### src/rtl/core/sdf_pkg.sv
// ----------------------------------------------------------------------------
// sdf_pkg
// Shared constants and types of the smoothstep distance falloff unit.
// ----------------------------------------------------------------------------
`default_nettype none

package sdf_pkg;

    localparam int DIST_FRAC_BITS_DEF = 8;
    localparam int Q_FRAC_BITS_DEF    = 16;

    // guard bits kept on the start distance before squaring
    localparam int GUARD_BITS    = 8;
    // cycles after reset or a register write until derived settings are valid
    localparam int SETTLE_CYCLES = 4;

    localparam int CFG_IDX_W  = 2;
    localparam int CFG_DATA_W = 17;

    typedef enum logic [CFG_IDX_W-1:0] {
        CFG_MAX_DIST   = 2'd0,
        CFG_START_FRAC = 2'd1,
        CFG_MIN_Q      = 2'd2
    } t_cfg_idx;

    // per-request control that travels beside the data
    typedef struct packed {
        logic valid;
        logic last;
        logic byp;      // result decided at the input stage
        logic byp_one;  // bypass value: one, else the floor quality
    } t_ctrl;

endpackage

`default_nettype wire

### src/rtl/core/sdf_div_cell.sv
// ----------------------------------------------------------------------------
// sdf_div_cell
// One restoring division cell: produces one quotient bit per request.
// ----------------------------------------------------------------------------
`default_nettype none

module sdf_div_cell #(
    parameter int DW = 32,
    parameter int QW = 16
) (
    input  wire logic             i_clk,
    input  wire logic             i_rst_n,
    input  wire sdf_pkg::t_ctrl   i_ctrl,
    input  wire logic [DW-1:0]    i_rem,
    input  wire logic [QW-1:0]    i_quot,
    input  wire logic [DW-1:0]    i_span,
    output sdf_pkg::t_ctrl        o_ctrl,
    output logic      [DW-1:0]    o_rem,
    output logic      [QW-1:0]    o_quot
);
    import sdf_pkg::*;

    t_ctrl       r_ctrl;
    logic [DW-1:0] r_rem;
    logic [QW-1:0] r_quot;

    logic [DW:0]   trial;
    logic          ge;
    logic [DW:0]   diff;
    logic [DW-1:0] n_rem;
    logic [QW-1:0] n_quot;

    always_comb begin
        trial  = {i_rem, 1'b0};
        ge     = (trial >= {1'b0, i_span});
        diff   = trial - {1'b0, i_span};
        n_rem  = ge ? diff[DW-1:0] : trial[DW-1:0];
        n_quot = {i_quot[QW-2:0], ge};
    end

    always_ff @(posedge i_clk) begin
        if (!i_rst_n) begin
            r_ctrl <= '0;
        end else begin
            r_ctrl <= i_ctrl;
        end
        r_rem  <= n_rem;
        r_quot <= n_quot;
    end

    assign o_ctrl = r_ctrl;
    assign o_rem  = r_rem;
    assign o_quot = r_quot;

endmodule

`default_nettype wire

### config.mk
export PLATFORM = sky130hd
export DESIGN_NAME = sdf_div_cell
export DESIGN_NICKNAME = d
export VERILOG_FILES = /design/src/rtl/core/sdf_pkg.sv /design/src/rtl/core/sdf_div_cell.sv
export SDC_FILE = /design/constraint.sdc
export NUM_CORES = 1
export LEC_CHECK = 0
export ABC_CLOCK_PERIOD_IN_PS = 2800
export CAP_MARGIN = 5
export CORE_MARGIN = 5
export CORE_UTILIZATION = 50
export CTS_CLUSTER_SIZE = 40
export DETAILED_ROUTE_END_ITERATION = 7
export DONT_BUFFER_PORTS = 1
export PLACE_DENSITY = 0.68
export SETUP_SLACK_MARGIN = 0.5
export SYNTH_ARGS = -nofsm -noshare
export SYNTH_HDL_FRONTEND = slang
export SYNTH_SLANG_ARGS = --single-unit
export TNS_END_PERCENT = 50
### constraint.sdc
create_clock -name i_clk -period 2.8 [get_ports i_clk]
set_clock_uncertainty 0.1 [all_clocks]
set_input_delay 0.42 -clock i_clk [delete_from_list [all_inputs] [get_ports i_clk]]
set_output_delay 0.42 -clock i_clk [all_outputs]
set_load 0.02 [all_outputs]
After elaboration in Yosys (flattened, before gate mapping)

Cells that the tools add are included.

$add $sub $neg: 1
Muxes and demuxes: 1
Order comparisons: 1

Operator list:

| kind                                             | count |
|---|---|
| 33-bit by 32-bit >= comparator with 1-bit output | 1 |
| 32-bit two-way mux                               | 1 |
| 32-bit subtractor                                | 1 |

Output and inout bits: 52
Input port bits: 86
Register bits: 52
Logic and storage cells: 10

Logic depth before layout (Yosys ltp)

Depth after elaboration: 2
Depth in mapped cells: 13
Depth with buffers taken out: 11

Worst setup path after synthesis

OpenSTA, ideal clock, no wires.

Path type: in2reg
Start: input i_span[1]
End: register r_rem[10] (netlist: o_rem[10])
Library setup time: 121 ps
Arrival time: 2775 ps
Stages: 12
Path buffers: 1
Required time: 2579 ps
Setup slack: -197 ps
Cells stage by stage: inv_1 > ha_1 > nor2b_1 > o311a_1 > a2111oi_4 > a21oi_2 > a21o_1 > a31oi_4 > o21a_4 > inv_2 > buf_6 > mux2_4

Word-level cells in the longest chain between the ends: 2

RTL lines:

| element                                                                                      | line                                   | text |
|---|---|---|
| start, declared                                                                              | sdf_div_cell.sv:16                     | `input wire logic [DW-1:0] i_span,` |
| 32-bit subtractor / 33-bit by 32-bit >= comparator with 1-bit output (equally long branches) | sdf_div_cell.sv:36, sdf_div_cell.sv:35 |  |
| 32-bit two-way mux *                                                                         | sdf_div_cell.sv:37                     | `n_rem = ge ? diff[DW-1:0] : trial[DW-1:0];` |
| named net n_rem[10]                                                                          | sdf_div_cell.sv:30                     | `logic [DW-1:0] n_rem;` |
| end signal, assigned                                                                         | sdf_div_cell.sv:47                     | `r_rem <= n_rem;` |
| end, declared                                                                                | sdf_div_cell.sv:24                     | `logic [DW-1:0] r_rem;` |

Mark *: on every way through the listed nets, which the timed path passes. The rest lies on a longest branch.
A chain may end at the register's enable or synchronous reset.

Worst setup path after layout

Start: input i_span[3]
End: register r_rem[20] (netlist: o_rem[20])

Same word-level chain as after synthesis.

==> flow_metrics.tcl <==
set metrics [dict create \
    core-area_um2 6790 \
    ys.flop_type "dfxtp_1" \
    max_clock_freq_mhz 408 \
    dieArea_um2 8790 \
    cts.sinks 52 \
    yosysTopAreaCell "dfxtp_1" \
    worstHoldEndpoint "o_quot[10]$_DFF_P_" \
    port_buffers 0 \
    cp.arrival_ns 2.56 \
    cpMaxStageDelayCell "a211o_4" \
    hold_path.startpoint "i_quot[9]" \
    crit_required_ns 2.91 \
    slew_headroom_pct 75.0 \
    drtPass1Iterations 4 \
    min_path_type "primary input to flip-flop" \
    crit_top_cell "buf_4" \
    place_hpwl_mm 7.24 \
    yosysSeqAreaShare_pct 29.7 \
    grt_max_degree 16 \
    clock-root-buffer "clkbuf_8" \
    dp.cells 542 \
    end_kind "flip-flop" \
    layout_common_cells "buf_4 (72), dfxtp_1 (52), inv_1 (40)" \
    die_w_um 93.8 \
    ant_nets 0 \
    cts_buffer_depth 2 \
    slew_violations 0 \
    worstSetupStartpointType "primary input" \
    syn_inst 388 \
    critPathLaunch "i_span[3]" \
    final_common_cell "buf_4" \
    leakagePower_nw 2.21 \
    core.rowCount 30 \
    wl_per_cell_um 16.6 \
    cts_max_level 2 \
    cp_max_fo 3 \
    cts_buffers 5 \
    worst-path-buf-inv 3 \
    final_nets 580 \
    synth_top_area_share_pct 29.7 \
    layout_setup_ws_ns 0.346 \
    num_vias 3054 \
    setup_violations 0 \
    max_cap_violations 0 \
    power_density_nw_per_um2 552 \
    tritoncts "yes" \
    fin_crit_ns 2.45 \
    grtUsageTotal_pct 21.3 \
    hold_buffers 0 \
    power_mw 2.54 \
    globalplace.congestion 0.871 \
    worst_pin_slew_ns 0.374 \
    drc 0 \
    vdd_drop_max_mv 0.271 \
    via_per_inst 5.48 \
    grt_setup_unrepaired "yes" \
    max_stage_delay_ns 0.35 \
    drtIter0Drc 82 \
    fp.dieH_um 93.8 \
    grt_antenna_before_repair 0 \
    worstHoldPathCells 0 \
    io_pins 138 \
    grt_pass1_wl_mm 15.0 \
    syn_avg_cell_area_um2 9.04 \
    synth_cell_types 50 \
    synth-seq-cells 52 \
    syn_to_final_growth_pct 31.1 \
    cpLargestDelayFamily "compound AO/OA/AOI/OAI gates" \
    finalCritPeriodShare_pct 87.6 \
    crit_type "primary input to flip-flop" \
    first_global_vias 3192 \
    synth_top_cells_by_area "dfxtp_1 (30%), mux2_4 (12%), ha_1 (11%)" \
    cp_cell_sequence "inv_4 -> ha_4 -> o211ai_1 -> a21oi_2 -> o2111ai_2 -> nand4b_1 -> buf_4 -> a211o_4 -> a21oi_4 -> buf_4 -> xnor2_2 -> mux2_4" \
    gr-total-overflow 0 \
    synth-edff-count 0 \
    dp_slack_ns -0.181 \
    start_util_pct 51.6 \
    syn_area_um2 3510 \
    drive_gt1_share_pct 34.7 \
    finalHoldViolations 0 \
    outcome "finished, final reports clean" \
    setup_tns_ns 0 \
    synth_nets 507 \
    async_flop_share_pct 0 \
    path_clk_slew_ns 0.10 \
    yosys_warnings 0 \
    fillers 571 \
    instances_no_fill 557 \
    antenna_cells 0 \
    totalWireLength_mm 9.27 \
]
==> area by class of cell <==
type	count	area, µm²	area share [%]
clock inverters	2	60.1	1.31
clock buffers	5	68.8	1.50
well taps	96	120	2.61
inverters	45	205	4.46
multi-input cells	280	2500	54.3
repair buffers	74	572	12.4
repair inverters	3	36.3	0.789
flip-flops and latches	52	1040	22.6
==> cells by family (layout without fill, tap and decap cells) <==
| kind of cell | count (synthesis) | count (layout) | synth area share [%] |
|---|---|---|---|
| flip-flops | 52 | 52 | 29.7 |
| multiplexers | 30 | 30 | 12.6 |
| AND/OR/NAND/NOR | 87 | 87 | 11.8 |
| AO/OA/AOI/OAI | 104 | 104 | 20.8 |
| XOR/XNOR | 26 | 26 | 6.49 |
| buffers and inverters | 56 | 129 | 6.64 |
| adder cells (fa/ha/maj) | 33 | 33 | 12.0 |
==> stage by stage <==
stage	area, µm²	util, %	hold WS (ns)
6_report	4600	67.7	0.0362
5_1_grt	4600	67.7	0.0204
4_1_cts	4570	67.2	0.0289
3_5_place_dp	4150	61.1	0.348
3_3_place_gp	4150	61.1	0.348
2_1_floorplan	3590	-	0.348
==> cells in the mapped netlist, types with 4 or more instances <==
library cell	n
mux2_4	28
nand2_1	28
a21o_1	17
nand2b_1	4
a31oi_1	4
and2_1	4
inv_1	44
o21bai_1	4
nand3_1	9
o21ai_0	17
xnor2_1	18
a21oi_1	30
nand4_1	5
ha_1	32
xor2_1	8
dfxtp_1	52
clkbuf_1	8
nor3_1	5
nor2_1	18
==> repair_timing <==
item	CTS	global route
setup endpoints to repair	31	33
cloned	3	0
pin swaps	16	5
resized for setup	46	7
buffers inserted	4	1
==> power by group <==
part           internal, mW  switching, mW
Sequential            0.858          0.192
Clock                 0.352          0.247
Combinational         0.492          0.398
==> sequential cells by signal, indices dropped and copies added, names as in the netlist <==
signal and flops:
o_quot 16, o_rem 32, o_ctrl 4
==> worst max path at each step <==
stage	end	slack [ns]	cells past startpoint
floorplan	o_rem[10]$_DFF_P_	0.03	11
global placement	o_rem[20]$_DFF_P_	-0.17	12
detailed placement	o_rem[26]$_DFF_P_	-0.18	11
CTS	o_rem[20]$_DFF_P_	0.36	12
global route	o_rem[11]$_DFF_P_	0.27	12
finish	o_rem[20]$_DFF_P_	0.35	12
==> layer usage <==
layer | up-vias | wire [µm] | track usage (%)
met4 | 0 | 114 | 5.29
met1 | 1427 | 3870 | 24.9
met5 | - | 0 | 0
met3 | 11 | 691 | 5.53
li1 | 1510 | - | -
met2 | 106 | 4590 | 38.3
No activity file was read; power rests on OpenSTA's default activity.
