[src/rtl/core/sdf_pkg.sv]
// ----------------------------------------------------------------------------
// sdf_pkg
// Shared constants and types of the smoothstep distance falloff unit.
// ----------------------------------------------------------------------------
`default_nettype none

package sdf_pkg;

    localparam int DIST_FRAC_BITS_DEF = 8;
    localparam int Q_FRAC_BITS_DEF    = 16;

    // guard bits kept on the start distance before squaring
    localparam int GUARD_BITS    = 8;
    // cycles after reset or a register write until derived settings are valid
    localparam int SETTLE_CYCLES = 4;

    localparam int CFG_IDX_W  = 2;
    localparam int CFG_DATA_W = 17;

    typedef enum logic [CFG_IDX_W-1:0] {
        CFG_MAX_DIST   = 2'd0,
        CFG_START_FRAC = 2'd1,
        CFG_MIN_Q      = 2'd2
    } t_cfg_idx;

    // per-request control that travels beside the data
    typedef struct packed {
        logic valid;
        logic last;
        logic byp;      // result decided at the input stage
        logic byp_one;  // bypass value: one, else the floor quality
    } t_ctrl;

endpackage

`default_nettype wire

[src/rtl/core/sdf_curve.sv]
// ----------------------------------------------------------------------------
// sdf_curve
// Smoothstep shaping of the ratio and mapping into the quality range.
// ----------------------------------------------------------------------------
`default_nettype none

module sdf_curve #(
    parameter int QF = 16
) (
    input  wire logic             i_clk,
    input  wire logic             i_rst_n,
    input  wire sdf_pkg::t_ctrl   i_ctrl,
    input  wire logic [QF-1:0]    i_t,
    input  wire logic [QF:0]      i_mq,
    output logic                  o_valid,
    output logic                  o_last,
    output logic      [QF:0]      o_q
);
    import sdf_pkg::*;

    localparam logic [QF+1:0] ONE_W   = (QF+2)'(1) << QF;
    localparam logic [QF+1:0] THREE_W = (QF+2)'(3) << QF;
    localparam logic [QF:0]   ONE     = (QF+1)'(1) << QF;

    t_ctrl         r_c1, r_c2, r_c3;
    logic [QF-1:0] r_t2;
    logic [QF+1:0] r_k;
    logic [QF:0]   r_s;
    logic [QF:0]   r_q;

    logic [2*QF-1:0]   sq;
    logic [2*QF+1:0]   sk;
    logic [QF+1:0]     s_full;
    logic [QF:0]       n_s;
    logic [2*QF+1:0]   fall;
    logic [QF+1:0]     q_full;
    logic [QF:0]       n_q;

    always_comb begin
        sq     = i_t * i_t;
        sk     = r_t2 * r_k;
        s_full = sk[2*QF+1:QF];
        n_s    = (s_full > ONE_W) ? ONE : s_full[QF:0];
        fall   = r_s * (ONE - i_mq);
        q_full = ONE_W - fall[2*QF+1:QF];
        if (q_full > ONE_W) begin
            n_q = ONE;
        end else if (q_full < {1'b0, i_mq}) begin
            n_q = i_mq;
        end else begin
            n_q = q_full[QF:0];
        end
        if (r_c2.byp) begin
            n_q = r_c2.byp_one ? ONE : i_mq;
        end
    end

    always_ff @(posedge i_clk) begin
        if (!i_rst_n) begin
            r_c1 <= '0;
            r_c2 <= '0;
            r_c3 <= '0;
        end else begin
            r_c1 <= i_ctrl;
            r_c2 <= r_c1;
            r_c3 <= r_c2;
        end
        r_t2 <= sq[2*QF-1:QF];
        r_k  <= THREE_W - {1'b0, i_t, 1'b0};
        r_s  <= n_s;
        r_q  <= n_q;
    end

    assign o_valid = r_c3.valid;
    assign o_last  = r_c3.last;
    assign o_q     = r_q;

endmodule

`default_nettype wire

[config.mk]
export PLATFORM = sky130hd
export DESIGN_NAME = sdf_curve
export DESIGN_NICKNAME = d
export VERILOG_FILES = /design/src/rtl/core/sdf_pkg.sv /design/src/rtl/core/sdf_curve.sv
export SDC_FILE = /design/constraint.sdc
export NUM_CORES = 2
export LEC_CHECK = 0
export BUFFER_PORTS_ARGS = -buffer_cell sky130_fd_sc_hd__buf_2
export CORE_AREA = 2 2 276 196
export CTS_BUF_LIST = sky130_fd_sc_hd__clkbuf_8
export DETAILED_ROUTE_END_ITERATION = 8
export DIE_AREA = 0 0 278 198
export MAX_ROUTING_LAYER = met4
export PLACE_DENSITY = 0.78
export SETUP_SLACK_MARGIN = 0.5
export SYNTH_ARGS = -nofsm -noshare
export SYNTH_HDL_FRONTEND = slang
export SYNTH_SLANG_ARGS = --single-unit
[constraint.sdc]
create_clock -name i_clk -period 16.2 [get_ports i_clk]
set_input_delay 1.62 -clock i_clk [delete_from_list [all_inputs] [get_ports i_clk]]
set_output_delay 1.62 -clock i_clk [all_outputs]
set_load 0.01 [all_outputs]
Yosys cells after proc, flatten, opt, wreduce, memory -nomap -nowiden. Index checks and enable logic that the tools add are counted.

$add $sub $neg: 3. Muxes and demuxes: 4. $lt $le $gt $ge: 3. Multipliers: 3.

Operators by type and width (number): 2-to-1 mux 17 bit (4); greater-than comparator 18 x 17 -> 1 bit (second input constant) (2); multiplier 16 x 18 -> 34 bit (1); multiplier 18 x 18 -> 34 bit (1); multiplier 16 x 16 -> 32 bit (1); < comparator 18 x 17 -> 1 bit (1); subtractor 17 x 17 -> 18 bit (first input constant) (1); subtractor 17 x 18 -> 18 bit (first input constant) (1); subtractor 18 x 17 -> 18 bit (first input constant) (1).

Output and inout port bits: 19. Register bits: 78. Word-level logic and storage cells: 27. Bits of input ports: 39.

Depth between registers and ports, before layout.
Depth after elaboration: 7. Mapped depth: 47. Mapped depth without buffers: 43.

Worst setup path after synthesis. No wires, ideal clock.

Path type: input to register. Start: input i_mq[0]. End: register r_q[16], in the netlist o_q[16]. Setup slack: 4.881 ns. Buffers on the path: 5. Data required time: 16.076 ns. Cell stages on the path: 45. Library setup time: 0.124 ns. Data arrival time: 11.195 ns. Path through: clkbuf_1 buf_1 inv_1 ha_1 inv_1 nor2_1 xnor2_1 clkbuf_1 nand2_1 fa_1 inv_1 fa_1 inv_1 fa_1 inv_1 fa_1 fa_1 inv_1 [... 9 more ...] or3_1 buf_6 or2_1 nor2_1 xnor2_1 ha_1 nor2b_1 o21ai_0 nand2b_1 a221oi_1 o21ai_0 a31oi_1 nor2_1 a21oi_1 nand2_1 o32ai_4 buf_6 a22oi_1.

Longest elaborated chain between the ends: 7. Elaborated cells on any way between the ends: 8. Those cells by class: add/sub (2); mul (1); order compare (2); mux (3).

Ends and longest elaborated chain: start, declared (RTL line sdf_curve.sv:14) `input wire logic [QF:0] i_mq,`; subtractor 17 x 17 -> 18 bit (RTL line sdf_curve.sv:44) `fall = r_s * (ONE - i_mq);`; multiplier 18 x 18 -> 34 bit (RTL line sdf_curve.sv:44); subtractor 17 x 18 -> 18 bit (RTL line sdf_curve.sv:45) `q_full = ONE_W - fall[2*QF+1:QF];`; < comparator 18 x 17 -> 1 bit (RTL line sdf_curve.sv:48) `end else if (q_full < {1'b0, i_mq}) begin`; 2-to-1 mux 17 bit (RTL line sdf_curve.sv:48); 2-to-1 mux 17 bit (*) (RTL line sdf_curve.sv:46) `if (q_full > ONE_W) begin`; 2-to-1 mux 17 bit (*) (RTL line sdf_curve.sv:53) `if (r_c2.byp) begin`; net n_q[16] (RTL line sdf_curve.sv:37) `logic [QF:0] n_q;`; end signal, assigned (RTL line sdf_curve.sv:71) `r_q <= n_q;`; end, declared (RTL line sdf_curve.sv:29) `logic [QF:0] r_q;`.

The timed path passes the listed nets; every way through them passes the cells marked *. A chain may end at the register's enable or synchronous reset.

Final worst setup path.
Start: input i_mq[2]. End: register r_q[16], in the netlist o_q[16].

The elaborated chain is that of the path after synthesis.

==> impl_results.md <==
- GRT Overall Usage: 26.9%
- DR WL/cell: 17.0 um
- Fin nets: between 4,000 and 5,000
- Clock Sinks: between 70 and 80
- Critical path's most frequent cell: fa_1
- CTS tree: built
- Synth Warn #: 0
- Critical path class: in -> reg
- FMAX: between 80 and 90 MHz
- Die Ht: a little under 200 um
- CP max-delay cell: xnor2_2
- CTS Buffer Depth: 2
- Initial antenna violation count: 4
- Total CTS buffers: 9
- Part of the cycle the worst path needs: around three quarters
- Final WL: ~66,000 um
- Post-route design area: about 0.03 mm2
- Die area: 0.0550 mm2
- Placed Instance Area: a little under 0.03 mm2
- Worst R2R Setup Slack: about 5.8 ns
- Die X: around 280 um
- Drt drc: 0
- CORE AREA: approximately 0.053 mm2
- Min Tclk post-route: between 10 and 15 ns
- Final Hold Viols: 0
- Syn Nets: about 4,200
- DRT iter0 DRCs: roughly 1,500
- Final Max Slew Viols: 0
- # IOs: 58
- Crit path DAT: between 10 and 15 ns
- RSZ-0062 raised after global routing: no
- Post-CTS sizing: 0
- Setup Viol. Count Final: 0
- Dominant synthesized flop cell: dfxtp_1
- Area of the mapped netlist: ~0.029 mm2
- Synth Register Bits: between 70 and 80
- Root Buffer: clkbuf_8
- Routability cong.: just over 0.9
- Syn avg cell area: 8.87 um2
- # port buffers: 57
- Initial Utilization: around 54%
- Vias in the first global route: 22,256
- Worst slew pin tran: around 1.1 ns
- Post-synth EDFFs: 0
- # H-tree levels: 3
- Global route total overflow: 0
- Outcome: completed
- DR pass1 iterations: 6
- Asr flop ratio synth: 0%
- Via-per-instance ratio: 5.40
- Hold_buf cts: 0
- Post-DP HPWL: about 55,000 um
- Clk Latency, worst-skew pair: between 0.4 and 0.5 ns
- Largest net degree at the start of global routing: 25
- Synth-to-layout area growth: 3.94%
- Largest stage delay, worst path: between 0.7 and 0.8 ns
- CP Launch Type: input pin
- Seq/Total Area, Yosys: approximately 5.4%
- Post-CTS Setup Bufs: 0
- Routed Antenna Nets: 0
- Rows: ~70
- Mapped Cells: approximately 3,200
- Yosys cell types: between 90 and 100
- Max transition margin: 28.9%
- Worst setup EP type: register
- Layout cells sized above 1: between 5 and 6%
- Critical Path RT: about 16 ns
- Fin Clk Skew: between 0.02 and 0.03 ns
- Placed Instances: 3,886
- Vias: 21,103
- Max_cap viols: 0
- Hold Path Origin: r_c1[2]$_SDFF_PN0_
- Fin Setup TNS: 0 ns
- Worst hold path class: reg -> reg
- RR Startpoint: r_s[12]$_SDFF_PN0_
- Crit path launch: i_mq[2]
- Final non-filler cell total: between 3,000 and 4,000
- Critical Path Fanout Max: 17
- First-pass GRT wire length: 115,000 um
- Clk pin slew, worst setup/hold paths: roughly 0.080 ns
## flip-flops by register name (all words and copies together), names as in the netlist
name / cells
r_k: 17
r_c1: 4
o_last: 1
r_c2: 4
o_valid: 1
r_t2: 16
r_s: 17
o_q: 17
## cell families after synthesis
| kind of cell | Yosys count | synth area share (%) |
|---|---|---|
| simple gates | 979 | 16.8 |
| fa+ha+maj | 942 | 57.2 |
| buf+inv | 917 | 12.2 |
| compound gates | 216 | 5.50 |
| xor+xnor | 92 | 2.88 |
| flops | 77 | 5.39 |
| mux | 2 | 0.0787 |
## worst max-delay path: cells and delay by family
family | cells | cell delay, ns
AO/OA/AOI/OAI | 10 | 2.74
XOR/XNOR | 2 | 0.96
adder cells (fa/ha/maj) | 8 | 3.73
buffers and inverters | 5 | 0.43
AND/OR/NAND/NOR | 16 | 3.23
## path summary, 6_finish.rpt
check	to	cells past startpoint
max	o_q[16]$_DFF_P_	41
min	r_c2[2]$_SDFF_PN0_	1
max reg2reg	o_q[16]$_DFF_P_	35
min reg2reg	r_c2[2]$_SDFF_PN0_	1
## placed cells by master, fill, tap and decap left out, types with 15 or more instances in the layout
cell / instances
buf_2: 57
o21ai_0: 30
buf_4: 32
nand2_1: 461
xnor2_1: 66
dfxtp_1: 77
ha_1: 333
a22o_1: 15
and3_1: 28
fa_1: 609
nor3_1: 31
nor2_1: 96
xor2_1: 20
inv_1: 790
a21o_1: 25
and2_1: 238
or2_2: 16
a21oi_1: 45
nand3_1: 23
## through the flow
step / hold slack (ns) / util [%] / setup WS (ns)
final: 0.438 / 56.3 / 3.77
after detailed placement: 0.419 / 55.9 / 3.61
after global routing: 0.456 / 56.3 / 3.01
after floorplan: 0.412 / - / 4.88
after global placement: 0.415 / 55.9 / 3.87
after CTS: 0.442 / 56.2 / 4.01
## synthesized netlist by cell type (4+ instances only)
cell / number / area, um2
inv_1: 789 / 2960
fa_1: 609 / 12200
nand2_1: 461 / 1730
ha_1: 333 / 4170
and2_1: 238 / 1490
clkbuf_1: 108 / 405
nor2_1: 96 / 360
dfxtp_1: 77 / 1540
xnor2_1: 71 / 622
a21oi_1: 45 / 225
nor3_1: 31 / 155
o21ai_0: 30 / 150
and3_1: 28 / 175
a21o_1: 25 / 188
nand3_1: 23 / 115
xor2_1: 20 / 175
or2_2: 16 / 100
a22o_1: 15 / 131
o21a_1: 14 / 105
nor2b_1: 13 / 81.3
nand4_1: 12 / 75.1
o21bai_1: 12 / 90.1
or3_1: 10 / 62.6
a211oi_1: 9 / 67.6
nor4_1: 9 / 56.3
o211ai_1: 9 / 67.6
buf_1: 8 / 30.0
clkinv_1: 7 / 26.3
a31oi_1: 6 / 37.5
nand2b_1: 6 / 37.5
and3_2: 4 / 30.0
o31ai_1: 4 / 30.0
## layout make-up
type                       instances  area [um2]
multi-input combinational       2231       23600
fill                            4648       23100
inverter                         796        2990
sequential                        77        1540
tap                              693         867
timing repair buffer              89         526
clock buffer                      11         151
clock inverter                     5        33.8
antenna                            4        10.0
## metal layers
metal	part of all wire (%)	track usage [%]	wire (um)	up-vias
li1	-	-	-	9614
met1	46	39.0	30700	10534
met2	43	39.2	28400	875
met3	9.6	5.35	6350	80
met4	1.4	5.55	909	0
met5	0	-	0	-
Power is not shown: default switching activity piles up to over one toggle a cycle in this logic, so the estimate is an artifact.
